### config.mk
export PLATFORM = sky130hd
export DESIGN_NAME = wnp_isqrt
export DESIGN_NICKNAME = d
export VERILOG_FILES = /design/src/design/wnp_pkg.sv /design/src/design/wnp_isqrt.sv
export SDC_FILE = /design/constraint.sdc
export NUM_CORES = 1
export LEC_CHECK = 0
export BUFFER_PORTS_ARGS = -buffer_cell sky130_fd_sc_hd__buf_4
export CAP_MARGIN = 20
export CORE_ASPECT_RATIO = 2
export CORE_UTILIZATION = 63
export DETAILED_ROUTE_END_ITERATION = 6
export GPL_ROUTABILITY_DRIVEN = 0
export PLACE_DENSITY = 0.8
export SETUP_SLACK_MARGIN = 0.02
export SLEW_MARGIN = 10
export SYNTH_ARGS = -nofsm -noshare
export SYNTH_HDL_FRONTEND = slang
export SYNTH_SLANG_ARGS = --single-unit
### constraint.sdc
create_clock -name clk -period 6.9 [get_ports clk]
set_clock_uncertainty 0.2 [all_clocks]
set_input_delay 0.69 -clock clk [delete_from_list [all_inputs] [get_ports clk]]
set_output_delay 0.69 -clock clk [all_outputs]
set_load 0.05 [all_outputs]
### src/design/wnp_pkg.sv
`timescale 1ns / 1ps
// ----------------------------------------------------------------------------
// wnp_pkg
// Shared types and constants of the nearest feature point distance block.
// ----------------------------------------------------------------------------
package wnp_pkg;

	localparam int MAX_CELLS_AXIS_DEF = 16;
	localparam int COORD_BITS_DEF     = 16;
	localparam int TABLE_DEPTH        = 256;
	localparam int IDX_W              = 8;
	localparam int CELL_W             = 5;
	localparam int NB                 = 9;

	localparam logic [CELL_W-1:0] CELLS_RESET = CELL_W'(8);

	localparam logic OP_WRITE = 1'b0;
	localparam logic OP_QUERY = 1'b1;

	// per-neighbor handling of one query
	typedef struct packed {
		logic skip;   // outside the grid, no wrap
		logic fold;   // outside the grid, wrapped: try all unit shifts
	} nb_t;

endpackage

### src/design/wnp_isqrt.sv
`timescale 1ns / 1ps
// ----------------------------------------------------------------------------
// wnp_isqrt
// Pipelined integer square root, one root bit per stage, truncating.
// ----------------------------------------------------------------------------
module wnp_isqrt #(
	parameter int COORD_BITS = wnp_pkg::COORD_BITS_DEF
) (
	input  logic                  clk,
	input  logic                  arst_n,
	input  logic                  in_valid,
	output logic                  in_ready,
	input  logic [2*COORD_BITS:0] value,
	output logic                  out_valid,
	input  logic                  out_ready,
	output logic [COORD_BITS:0]   root
);
	localparam int RB = COORD_BITS + 1;
	localparam int VW = 2 * RB;

	logic [RB:0]    rem_s  [RB];
	logic [RB-1:0]  root_s [RB];
	logic [VW-1:0]  val_s  [RB];
	logic [RB-1:0]  vld_s;
	logic [RB:0]    rdy;

	assign rdy[RB]  = out_ready;
	assign in_ready = rdy[0];

	for (genvar s = 0; s < RB; s++) begin : g_st
		logic [RB:0]   prem;
		logic [RB-1:0] proot;
		logic [VW-1:0] pval;
		logic          pvld;
		logic [RB+2:0] rn;
		logic [RB+2:0] t;
		logic          ge;

		if (s == 0) begin : g_first
			assign prem  = '0;
			assign proot = '0;
			assign pval  = {1'b0, value};
			assign pvld  = in_valid;
		end else begin : g_next
			assign prem  = rem_s[s-1];
			assign proot = root_s[s-1];
			assign pval  = val_s[s-1];
			assign pvld  = vld_s[s-1];
		end

		assign rn = {prem, pval[VW-1 -: 2]};
		assign t  = {1'b0, proot, 2'b01};
		assign ge = rn >= t;

		assign rdy[s] = !vld_s[s] || rdy[s+1];

		always_ff @(posedge clk or negedge arst_n) begin
			if (!arst_n) begin
				vld_s[s] <= 1'b0;
			end else if (rdy[s]) begin
				vld_s[s] <= pvld;
			end
		end

		always_ff @(posedge clk) begin
			if (rdy[s]) begin
				rem_s[s]  <= ge ? (rn[RB:0] - t[RB:0]) : rn[RB:0];
				root_s[s] <= {proot[RB-2:0], ge};
				val_s[s]  <= pval << 2;
			end
		end
	end

	assign out_valid = vld_s[RB-1];
	assign root      = root_s[RB-1];

`ifndef SYNTHESIS
	a_root_bound: assert property (@(posedge clk) disable iff (!arst_n)
		out_valid |-> root <= (RB'(1) << (RB - 1)))
		else $error("root above 1.0");
	a_rem_bound: assert property (@(posedge clk) disable iff (!arst_n)
		vld_s[0] |-> rem_s[0] <= (RB+1)'(2))
		else $error("first remainder out of range");
	a_hold: assert property (@(posedge clk) disable iff (!arst_n)
		(out_valid && !out_ready) |=> (out_valid && $stable(root)))
		else $error("root lost under stall");
`endif
endmodule

### After elaboration in Yosys (flattened, before gate mapping)

Memory sizes are Yosys's and may differ from the RTL's.
Index checks and enable logic that the tools add are counted.

| word-level totals | value |
|---|---|
| flip-flop bits (word level) | 17 |
| RAM bits | 1139 |
| bits of input ports | 37 |
| output and inout bits | 19 |
| logic and storage cells | 139 |
| memories | 3 |

Memory list:

| memory | depth | bits a word | rd ports | clocked after memory_dff | write ports | line | text |
|---|---|---|---|---|---|---|---|
| val_s | 17 | 32 | 16 | 0 | 17 | wnp_isqrt.sv:23 | `logic [VW-1:0] val_s [RB];` |
| rem_s | 17 | 18 | 16 | 0 | 17 | wnp_isqrt.sv:21 | `logic [RB:0] rem_s [RB];` |
| root_s | 17 | 17 | 17 | 0 | 17 | wnp_isqrt.sv:22 | `logic [RB-1:0] root_s [RB];` |

| cells by class | value |
|---|---|
| $add $sub $neg | 17 |
| order comparisons | 17 |
| muxes and demuxes | 51 |
| reduce and logical (&&, ||, !) cells | 34 |

Operators by type and width:

| operator | count |
|---|---|
| 20-bit by 19-bit >= comparator with 1-bit output | 16 |
| 18-bit 2-to-1 mux | 17 |
| 18-bit subtractor | 16 |
| 1-bit 2-to-1 mux | 34 |
| 1-bit zero test | 17 |
| 1-bit logical OR | 17 |
| 1-bit by 1-bit subtractor with 2-bit output, second input constant | 1 |
| 1-bit >= comparator, second input constant | 1 |

### Depth between registers and ports, before layout

Gate-level depths: netlist of run 1.

| logic depth | value |
|---|---|
| word-level depth | 20 |
| depth in mapped cells | 11 |

### Worst setup path after synthesis of run 1

OpenSTA, ideal clock, no wires.

| path | value |
|---|---|
| path type | input to output |
| start | input out_ready |
| end | output in_ready |
| arrival time | 5.158 ns |
| slack | 0.852 ns |
| cell stages on the path | 10 |
| buffers on the path | 1 |
| cells stage by stage | nand2b_1 -> nor2_1 -> inv_1 -> nor2_1 -> and2_1 -> inv_1 -> nor3_1 -> and2_1 -> clkbuf_1 -> nand4_1 |

| on the way | value |
|---|---|
| cells in the longest elaborated chain, start to end | 17 |

RTL lines:

| element | line | text |
|---|---|---|
| start: declaration | wnp_isqrt.sv:15 | `input logic out_ready,` |
| 1-bit logical OR (2 in series) | wnp_isqrt.sv:55 | `assign rdy[s] = !vld_s[s] \|\| rdy[s+1];` |
| named net rdy[15] | wnp_isqrt.sv:25 | `logic [RB:0] rdy;` |
| 1-bit logical OR (4 in series) | wnp_isqrt.sv:55 |  |
| named net rdy[11] | wnp_isqrt.sv:25 |  |
| 1-bit logical OR (11 in series) | wnp_isqrt.sv:55 |  |
| end: declaration | wnp_isqrt.sv:12 | `output logic in_ready,` |

The timed path passes the listed nets, and every way through them passes these cells.

### Final worst setup path of run 1

| path | value |
|---|---|
| start | register vld_s[16] (netlist: out_valid) |
| end | output in_ready |

| on the way | value |
|---|---|
| cells in the longest elaborated chain, start to end | 18 |

RTL lines:

| element | line | text |
|---|---|---|
| start: declaration | wnp_isqrt.sv:24 | `logic [RB-1:0] vld_s;` |
| start signal: indexed assignment | wnp_isqrt.sv:61 | `vld_s[s] <= pvld;` |
| 1-bit zero test | wnp_isqrt.sv:55 |  |
| 1-bit logical OR | wnp_isqrt.sv:55 |  |
| named net rdy[16] | wnp_isqrt.sv:25 |  |
| 1-bit logical OR | wnp_isqrt.sv:55 |  |
| named net rdy[15] | wnp_isqrt.sv:25 |  |
| 1-bit logical OR (4 in series) | wnp_isqrt.sv:55 |  |
| named net rdy[11] | wnp_isqrt.sv:25 |  |
| 1-bit logical OR (11 in series) | wnp_isqrt.sv:55 |  |

The timed path passes the listed nets, and every way through them passes these cells.

==> results of run 1 <==
critical path: stages (launching register included):
cell,delay (ps)
dfrtp_1,350
nand2b_1,570
nor2_1,460
inv_1,110
nor2_1,180
and2_1,220
inv_1,60
buf_4,290
nor3_1,400
and2_1,380
nand4_1,150
buf_4,290
buf_4,250
routing by layer:
metal | share of wire | GRT usage | up-vias
met5 | 0 | 0 | -
met4 | 0.097 | 0.234 | 0
met3 | 0.035 | 0.0413 | 311
met2 | 0.61 | 0.548 | 603
met1 | 0.26 | 0.177 | 9479
li1 | - | - | 9169
flip-flops by register name, summed over array words and instances, names as in the netlist:
name	count
out_valid	1
rem_s	264
g_st.pvld	16
root_s	153
val_s	272
cells in the final DEF, fill, tap and decap left out, types with 24 or more instances in the layout:
cell type,count
a21oi_1,151
buf_4,77
clkbuf_16,57
edfxtp_1,689
ha_1,170
inv_1,207
mux2_2,33
nand2_1,142
nand2b_1,52
nand3_1,30
nand4_1,25
nor2_1,173
nor3_1,53
nor4_1,25
o21a_1,33
o21ai_0,119
or3_1,24
xnor2_1,109
xor2_1,80
what timing repair did:
item | 4_1_cts | 5_1_grt
hold endpoints to repair | 17 | 0
buffers inserted | 0 | 0
hold buffers | 1 | 0
final cells by class:
| class | count | area [um^2] | share of cell area |
|---|---|---|---|
| sequential | 706 | 21100 | 0.595 |
| multi-input combinational | 1480 | 10200 | 0.288 |
| clock buffer | 68 | 1490 | 0.0419 |
| tap | 649 | 812 | 0.0229 |
| inverter | 208 | 781 | 0.0220 |
| timing repair buffer | 84 | 699 | 0.0197 |
| clock inverter | 39 | 387 | 0.0109 |
power groups by stage:
stage	Sequential [mW]	Combinational, mW	Clock (mW)
after floorplan	6.25	1.95	0
after global placement	6.35	2.47	0
after detailed placement	6.42	2.61	0
after CTS	6.33	2.64	3.30
after global routing	6.43	2.94	3.44
final	6.35	2.67	3.26
cells by family (layout without fill, tap and decap cells):
kind of cell | Yosys count | count (layout)
adders and majority gates | 170 | 170
xor gates and xnor gates | 190 | 190
buffers and inverters | 235 | 399
DFF | 706 | 706
other | 1 | 1
and+or+nand+nor | 619 | 619
muxes | 44 | 44
AOI/OAI and AO/OA | 456 | 456
per-stage QoR:
stage	worst slack [ps]	total power [mW]	area [um^2]	hold slack (ps)	utilization
global route	1270	12.8	35500	21.9	0.707
detailed placement	1590	9.03	33500	205	0.668
floorplan	852	8.20	32200	194	-
CTS	1590	12.3	35400	17.7	0.705
global placement	1730	8.82	33500	200	0.667
finish	1650	12.3	35500	47.4	0.707
worst max-delay path by stage:
stage | slack (ps) | depth (start not counted) | end
floorplan | 850 | 10 | in_ready
global placement | 1730 | 11 | val_s[0][52]
detailed placement | 1590 | 11 | val_s[0][52]
CTS | 1590 | 12 | in_ready
global route | 1270 | 12 | in_ready
finish | 1650 | 12 | in_ready
==> out/metrics.yaml, run 1 <==
status: "complete, no violations"
synthToLayoutAreaGrowth_pct: 10.3
layout.cells.non_filler: 3234
hold_viol: 0
final_net_count: 2744
synth_nets: 2628
worst_slew_pin_slew_ps: 1100
grt_antenna_before_repair: 0
reg2reg_depth: 11
numCtsBuffers: 57
synth_area_um2: 32200
maxSlewHeadroom: 0.267
synth_common_cells: "edfxtp_1, inv_1, nor2_1, ha_1, a21oi_1"
ir_worst_vdd_mv: 0.258
dp_cells: 3121
drive_gt1_frac: 0.0932
reg2reg_from: "out_valid"
ys_seq_area_frac: 0.656
synth_area_leaders: "edfxtp_1, ha_1, xnor2_1, inv_1, a21oi_1"
drt_wl_total_um: 66100
p_comb_frac: 0.217
synth_seq_cells: 706
crit_start: "out_valid"
antenna-diode-count: 0
viasPerCell: 6.05
synth_edf_count: 689
grt_pass1_vias: 21013
arrival_ps: 4360
clkTransAtPathRegs_ps: 70
clk_latency_ps: 630
muxShareOfSynthArea: 0.0154
fp.dieArea_um2: 52100
fmax_ghz: 0.191
p_leak_nw: 14.4
rsz0062_at_grt: "no"
post_drt_wl_per_cell_um: 20.4
io_pins: 56
min_from: "value[14]"
yosys.area.top_type: "edfxtp_1"
async_flop_share: 0.0241
clock_power_share: 0.266
reg2reg_to: "val_s[0][52]"
cts_tree: "yes"
num-fill-cells: 3221
timing.final.crit_period_ps: 5250
htree_num_levels: 2
grtUsageTotal: 0.260
syn_inst: 2421
synth-compound-area-share: 0.0876
port_buffers: 55
cp_max_fo: 43
drc_errors: 0
holdPathEnd: "val_s[0][14]"
initial_utilization: 0.641
ant_nets: 0
power_density_nw_per_um2: 346
drv_slew: 0
setup_viol: 0
hpwlAfterDp_um: 50000
synth_top_family_by_area: "simple AND/OR/NAND/NOR gates"
avgSynthCellArea_um2: 13.3
synth_ff_type: "edfxtp_1"
cp-end-kind: "primary output"
cp-start-kind: "register"
cts_root_buf: "clkbuf_16"
firstDrtPassIters: 5
hold-path-cell-count: 1
clkSinkCount: 706
rrSetupSlack_ps: 2690
cap_violations: 0
ctsLongestPathBuffers: 3
vias: 19562
period_share: 0.760
synth-simple-area-share: 0.0955
synth_adder_area_share: 0.0661
path_class: "register to primary output"
die_h_um: 322
core_area_um2: 50200
grt_max_degree: 51
yosys_warnings: 0
intPower_mw: 8.71
synth.most_common_cell: "edfxtp_1"
worstPathRequired_ps: 6010
p_sw_mw: 3.57
rows: 116
grt_overflow: 0
hold_class: "primary input to register"
pwr-share-seq: 0.517
yosysTopAreaCellShare: 0.642
drt-initial-drc-count: 1132
die_w_um: 162
synth_xor_area_frac: 0.0519
grt_pass1_wl_um: 103000
cts-resized-gates: 0
synth_cell_types: 80
setup_tns_ps: 0
p_sw_frac: 0.290
Note: power is estimated with default switching activity, not from simulation.
==> run 2, diff against run 1 <==
- clock period: 6.9 -> 5.5 ns (I/O delays scaled with it)
==> run 2 against run 1 <==
  * Design area up 1.6%
  * Critical path type unchanged
  * The flow now finishes with violations (design-rule violations)
  * Highest routed layer unchanged
  * Worst hold slack better by 84 ps
  * Die area unchanged
  * Largest power group unchanged
  * Critical endpoint unchanged
  * Clock power up 38%
  * First-iteration DRC count up 16%
==> out/metrics.yaml, run 2 (synthesis results as in run 1) <==
reg2reg_to: "rem_s[0][244]"
multiInputGateArea_um2: 10300  # +0.24%
io_pins: 56  # unchanged
core_area_um2: 50200  # unchanged
cp-end-kind: "primary output"
ant_nets: 0  # unchanged
setup_viol: 0  # unchanged
placed_area_um2: 33600  # about the same
final.setup.worst_slack_ps: 1430  # -221 ps
clkSinkCount: 706  # unchanged
reg.largest.list: "val_s x272, rem_s x264, root_s x153"
ctsLongestPathBuffers: 3  # unchanged
grt_max_degree: 51  # unchanged
drv_slew: 0  # unchanged
clk_latency_ps: 630  # about the same
drc_errors: 7  # +7
ir_worst_vdd_mv: 0.361  # +40%
initial_utilization: 0.641  # unchanged
viasPerCell: 6.05  # about the same
grt_pass1_wl_um: 107000  # +4.0%
fmax_ghz: 0.246
rows: 116  # unchanged
cap_violations: 0  # unchanged
reg2reg_depth: 8  # -3
regMostFlops: "val_s"
postLayoutCoreUtil: 0.718  # +0.0111
port_buffers: 55  # unchanged
cts_root_buf: "clkbuf_16"
crit_start: "out_valid"
die_h_um: 322  # unchanged
fin_area_um2: 36100  # +1.6%
cp_max_fo: 36  # -16%
worst_slew_pin_slew_ps: 1060  # -34.8 ps
rsz0062_at_grt: "no"
power_density_nw_per_um2: 440  # +27%
drt_wl_total_um: 68500  # +3.6%
violations: "design-rule violations"
grt_pass1_vias: 21438  # +2.0%
htree_num_levels: 2  # unchanged
status: "finished, violations left"
drt-initial-drc-count: 1317  # +16%
layout.cells.non_filler: 3264  # +0.93%
dp_cells: 3120  # -0.032%
grtUsageTotal: 0.272  # +0.0122
grt_overflow: 0  # unchanged
die_w_um: 162  # unchanged
endpoint: "in_ready"
maxSlewHeadroom: 0.288  # +0.0207
firstDrtPassIters: 7  # +2
num-fill-cells: 3158  # -2.0%
synthToLayoutAreaGrowth_pct: 12.0
hold_viol: 0  # unchanged
final_common_cell: "edfxtp_1"
worstPathRequired_ps: 4750  # -1260 ps
post_cts_buffers: 0  # unchanged
antenna-diode-count: 0  # unchanged
cp-start-kind: "register"
setup_tns_ps: 0  # unchanged
design_power_total_mw: 15.9  # +29%
post_drt_wl_per_cell_um: 21.0  # +2.7%
largest_register_ffs: 272  # unchanged
cts-resized-gates: 0  # unchanged
p_leak_nw: 14.6  # +1.5%
clkTransAtPathRegs_ps: 70  # about the same
whs_ps: 132  # +84.1 ps
numCtsBuffers: 57  # unchanged
final_cell_mix: "edfxtp_1, inv_1, nor2_1"
regArea_um2: 21100  # about the same
grt_antenna_before_repair: 0  # unchanged
vias: 19752  # +0.97%
place_ws_ps: 1360  # -223 ps
fp.dieArea_um2: 52100  # unchanged
rrSetupSlack_ps: 1680  # -1010 ps
hold_class: "primary input to asynchronous set/reset pin"
final_net_count: 2777  # +1.2%
cts_tree: "yes"
period_share: 0.739
arrival_ps: 3320  # -1040 ps
path_class: "register to primary output"
drive_gt1_frac: 0.0994  # +0.00620
timing.final.crit_period_ps: 4070
reg2reg_from: "rem_s[0][216]"
hpwlAfterDp_um: 50400  # +0.79%
[run 2: cell types whose count changed in the layout (fill, tap and decap cells not counted), moves of 2 or more]
cell | previous run | this run
bufinv_16 | 6 | 13
clkbuf_1 | 9 | 3
clkinv_1 | 14 | 5
clkinv_2 | 12 | 8
clkinv_4 | 1 | 3
clkinvlp_4 | 3 | 10
dlygate4sd3_1 | 1 | 35
inv_1 | 207 | 205
inv_6 | 0 | 3
nor2_1 | 173 | 171
[run 2: critical path: stages (launching register included)]
cell and delay [ps]:
dfrtp_2 390, nand2b_4 200, nor2_4 220, clkinvlp_4 120
nor2_2 130, and2_4 190, clkinvlp_4 100, nor3_2 220
and2_1 400, nand4_1 130, buf_4 300, buf_4 260
[run 2: worst min path at each step]
stage,startpoint,endpoint,depth (start not counted)
2_1_floorplan,arst_n,g_st[10].pvld,0
3_3_place_gp,val_s[0][170],val_s[0][204],0
3_5_place_dp,val_s[0][69],val_s[0][103],0
4_1_cts,arst_n,out_valid,2
5_1_grt,arst_n,g_st[11].pvld,2
6_report,arst_n,out_valid,2
[run 2: area by class of cell]
| class | count | area share |
|---|---|---|
| Sequential cell | 706 | 0.585 |
| Multi-Input combinational cell | 1480 | 0.284 |
| Clock buffer | 61 | 0.0402 |
| Timing Repair Buffer | 117 | 0.0284 |
| Tap cell | 649 | 0.0225 |
| Inverter | 208 | 0.0219 |
| Clock inverter | 43 | 0.0173 |
[run 2: where the power goes]
group	internal [mW]	switching, mW	total, mW
logic	1.43	1.98	3.42
clock network	2.55	1.94	4.49
registers	7.29	0.666	7.96
total	11.3	4.59	15.9
[run 2: repair_timing]
| action | 4_1_cts | 5_1_grt |
|---|---|---|
| endpoints found under the hold margin | 51 | 0 |
| hold buffers | 35 | 0 |
| endpoints found under the setup margin | 0 | 0 |
[run 2: layer usage]
layer  track usage  vias up  part of all wire
li1              -     9221                 -
met1         0.190     9611              0.26
met2         0.573      601              0.61
met3        0.0426      319             0.035
met4         0.236        0             0.094
met5             0        -                 0
==> run 3, diff against run 2 <==
- clock period: 5.5 -> 4 ns (I/O delays scaled with it)
==> run 3 against run 2 <==
  * The flow now finishes without violations
  * Utilization shrank 0.32 points
  * Worst hold slack lost 8.7 ps
  * First-iteration DRC count grew 3.6%
  * Sequential power grew 38%
  * Design area shrank 0.45%
  * Critical path depth shrank 1
  * Combinational power grew 37%
  * Via count grew 0.85%
  * Sequential share of layout area grew 0.26 points
  * Global-route usage shrank 0.17 points
  * Critical path type unchanged
  * Critical endpoint unchanged
  * Largest power group unchanged
==> out/metrics.yaml, run 3 (synthesis results as in run 1) <==
cp-end-kind: "primary output"
vias: 19920  # +0.85%
drc_errors: 0  # -7
cp-start-kind: "register"
grt_overflow: 0  # unchanged
fmax_ghz: 0.279
rsz0062_at_grt: "no"
hold_class: "primary input to register"
ant_nets: 0  # unchanged
drt_wl_total_um: 69000  # +0.69%
reg2reg_depth: 8  # unchanged
cp_max_fo: 19  # -47%
ir_worst_vdd_mv: 0.495  # +37%
grt_pass1_vias: 21369  # -0.32%
setup_viol: 0  # unchanged
reg.largest.list: "val_s x272, rem_s x264, root_s x153"
min_from: "out_ready"
core_area_um2: 50200  # unchanged
port_buffers: 55  # unchanged
firstDrtPassIters: 6  # -1
post_drt_wl_per_cell_um: 21.1  # +0.47%
drive_gt1_frac: 0.0954  # -0.00404
drv_slew: 0  # unchanged
period_share: 0.896
worstPathRequired_ps: 3400  # -1350 ps
grt_pass1_wl_um: 107000  # -0.37%
grt_antenna_before_repair: 2  # +2
rrSetupSlack_ps: 490  # -1190 ps
ctsLongestPathBuffers: 3  # unchanged
hpwlAfterDp_um: 51100  # +1.4%
reg2reg_to: "rem_s[0][124]"
cts_tree: "yes"
power_density_nw_per_um2: 597  # +36%
clkTransAtPathRegs_ps: 60  # about the same
rows: 116  # unchanged
drt-initial-drc-count: 1365  # +3.6%
initial_utilization: 0.641  # unchanged
p_leak_nw: 14.5  # -0.47%
worst_slew_pin_slew_ps: 1020  # -48.3 ps
final_common_cell: "edfxtp_1"
place_ws_ps: 548  # -816 ps
htree_num_levels: 2  # unchanged
maxSlewHeadroom: 0.322  # +0.0347
timing.final.crit_period_ps: 3580
cap_violations: 0  # unchanged
fp.dieArea_um2: 52100  # unchanged
final.setup.worst_slack_ps: 416  # -1020 ps
clk_latency_ps: 630  # about the same
largest_register_ffs: 272  # unchanged
grtUsageTotal: 0.271  # -0.00171
die_h_um: 322  # unchanged
num-fill-cells: 3176  # +0.57%
hold-path-cell-count: 3
reg2reg_from: "rem_s[0][91]"
die_w_um: 162  # unchanged
final_cell_mix: "edfxtp_1, inv_1, nor2_1"
clkSinkCount: 706  # unchanged
viasPerCell: 6.09  # +0.63%
final_net_count: 2784  # +0.25%
numCtsBuffers: 57  # unchanged
cts_root_buf: "clkbuf_16"
holdPathEnd: "out_valid"
path_class: "register to primary output"
grt_max_degree: 51  # unchanged
synthToLayoutAreaGrowth_pct: 11.5
design_power_total_mw: 21.4  # +35%
regMostFlops: "val_s"
status: "complete, no violations"
arrival_ps: 2980  # -340 ps
io_pins: 56  # unchanged
hold_viol: 0  # unchanged
==> run 3: worst max path at each step <==
stage	startpoint	end	cells after the start
6_report	out_valid	in_ready	10
2_1_floorplan	out_valid	rem_s[0][16]	10
5_1_grt	out_valid	in_ready	10
4_1_cts	out_valid	in_ready	10
3_3_place_gp	root_s[1][85]	rem_s[0][256]	10
3_5_place_dp	rem_s[0][91]	rem_s[0][124]	8
==> run 3: critical path: stages (launching register included) <==
cell and delay [ps]:
dfrtp_2 390, nand2b_4 220, nor2_4 220, clkinvlp_4 120, nor2_2 130, and2_4 190
clkinvlp_4 100, nor3_2 180, and2_1 370, nand4_1 200, buf_4 240
==> run 3: what timing repair did <==
action | in CTS | in global routing
hold buffers | 36 | 0
gates resized for setup | 0 | 0
endpoints found under the hold margin | 51 | 0
buffers inserted | 0 | 0
==> run 3: where the power goes <==
part / internal, mW / total (mW) / switching (mW)
registers: 10.0 / 11.0 / 0.939
clock network: 3.22 / 5.78 / 2.56
logic: 1.97 / 4.69 / 2.72
total: 15.2 / 21.4 / 6.22
==> run 3: area by class of cell <==
cell class / count / area (um^2) / share of cell area
sequential: 706 / 21100 / 0.588
antenna: 1 / 2.50 / 0.0000697
multi-input combinational: 1480 / 10300 / 0.286
inverter: 208 / 788 / 0.0220
tap: 649 / 812 / 0.0226
clock buffer: 71 / 1480 / 0.0412
timing repair buffer: 124 / 1020 / 0.0284
clock inverter: 32 / 435 / 0.0121
==> run 3: stage by stage <==
step / cell area (um^2) / util / TNS, ps / hold WS [ps] / instances
after floorplan: 32200 / - / -199080 / -95.6 / 2421
after global placement: 33600 / 0.670 / 0 / 75.4 / 3130
after detailed placement: 33600 / 0.670 / 0 / 84.7 / 3130
after CTS: 35900 / 0.715 / 0 / 96.2 / 3269
after global routing: 35900 / 0.715 / 0 / 144 / 3270
final: 35900 / 0.715 / 0 / 123 / 3271
==> run 3: layer usage <==
metal,part of all wire,wire (um),global-route usage,vias up
li1,-,-,-,9229
met1,0.27,18700,0.193,9703
met2,0.61,41800,0.571,665
met3,0.033,2280,0.0381,323
met4,0.090,6240,0.229,0
met5,0,0,0,-
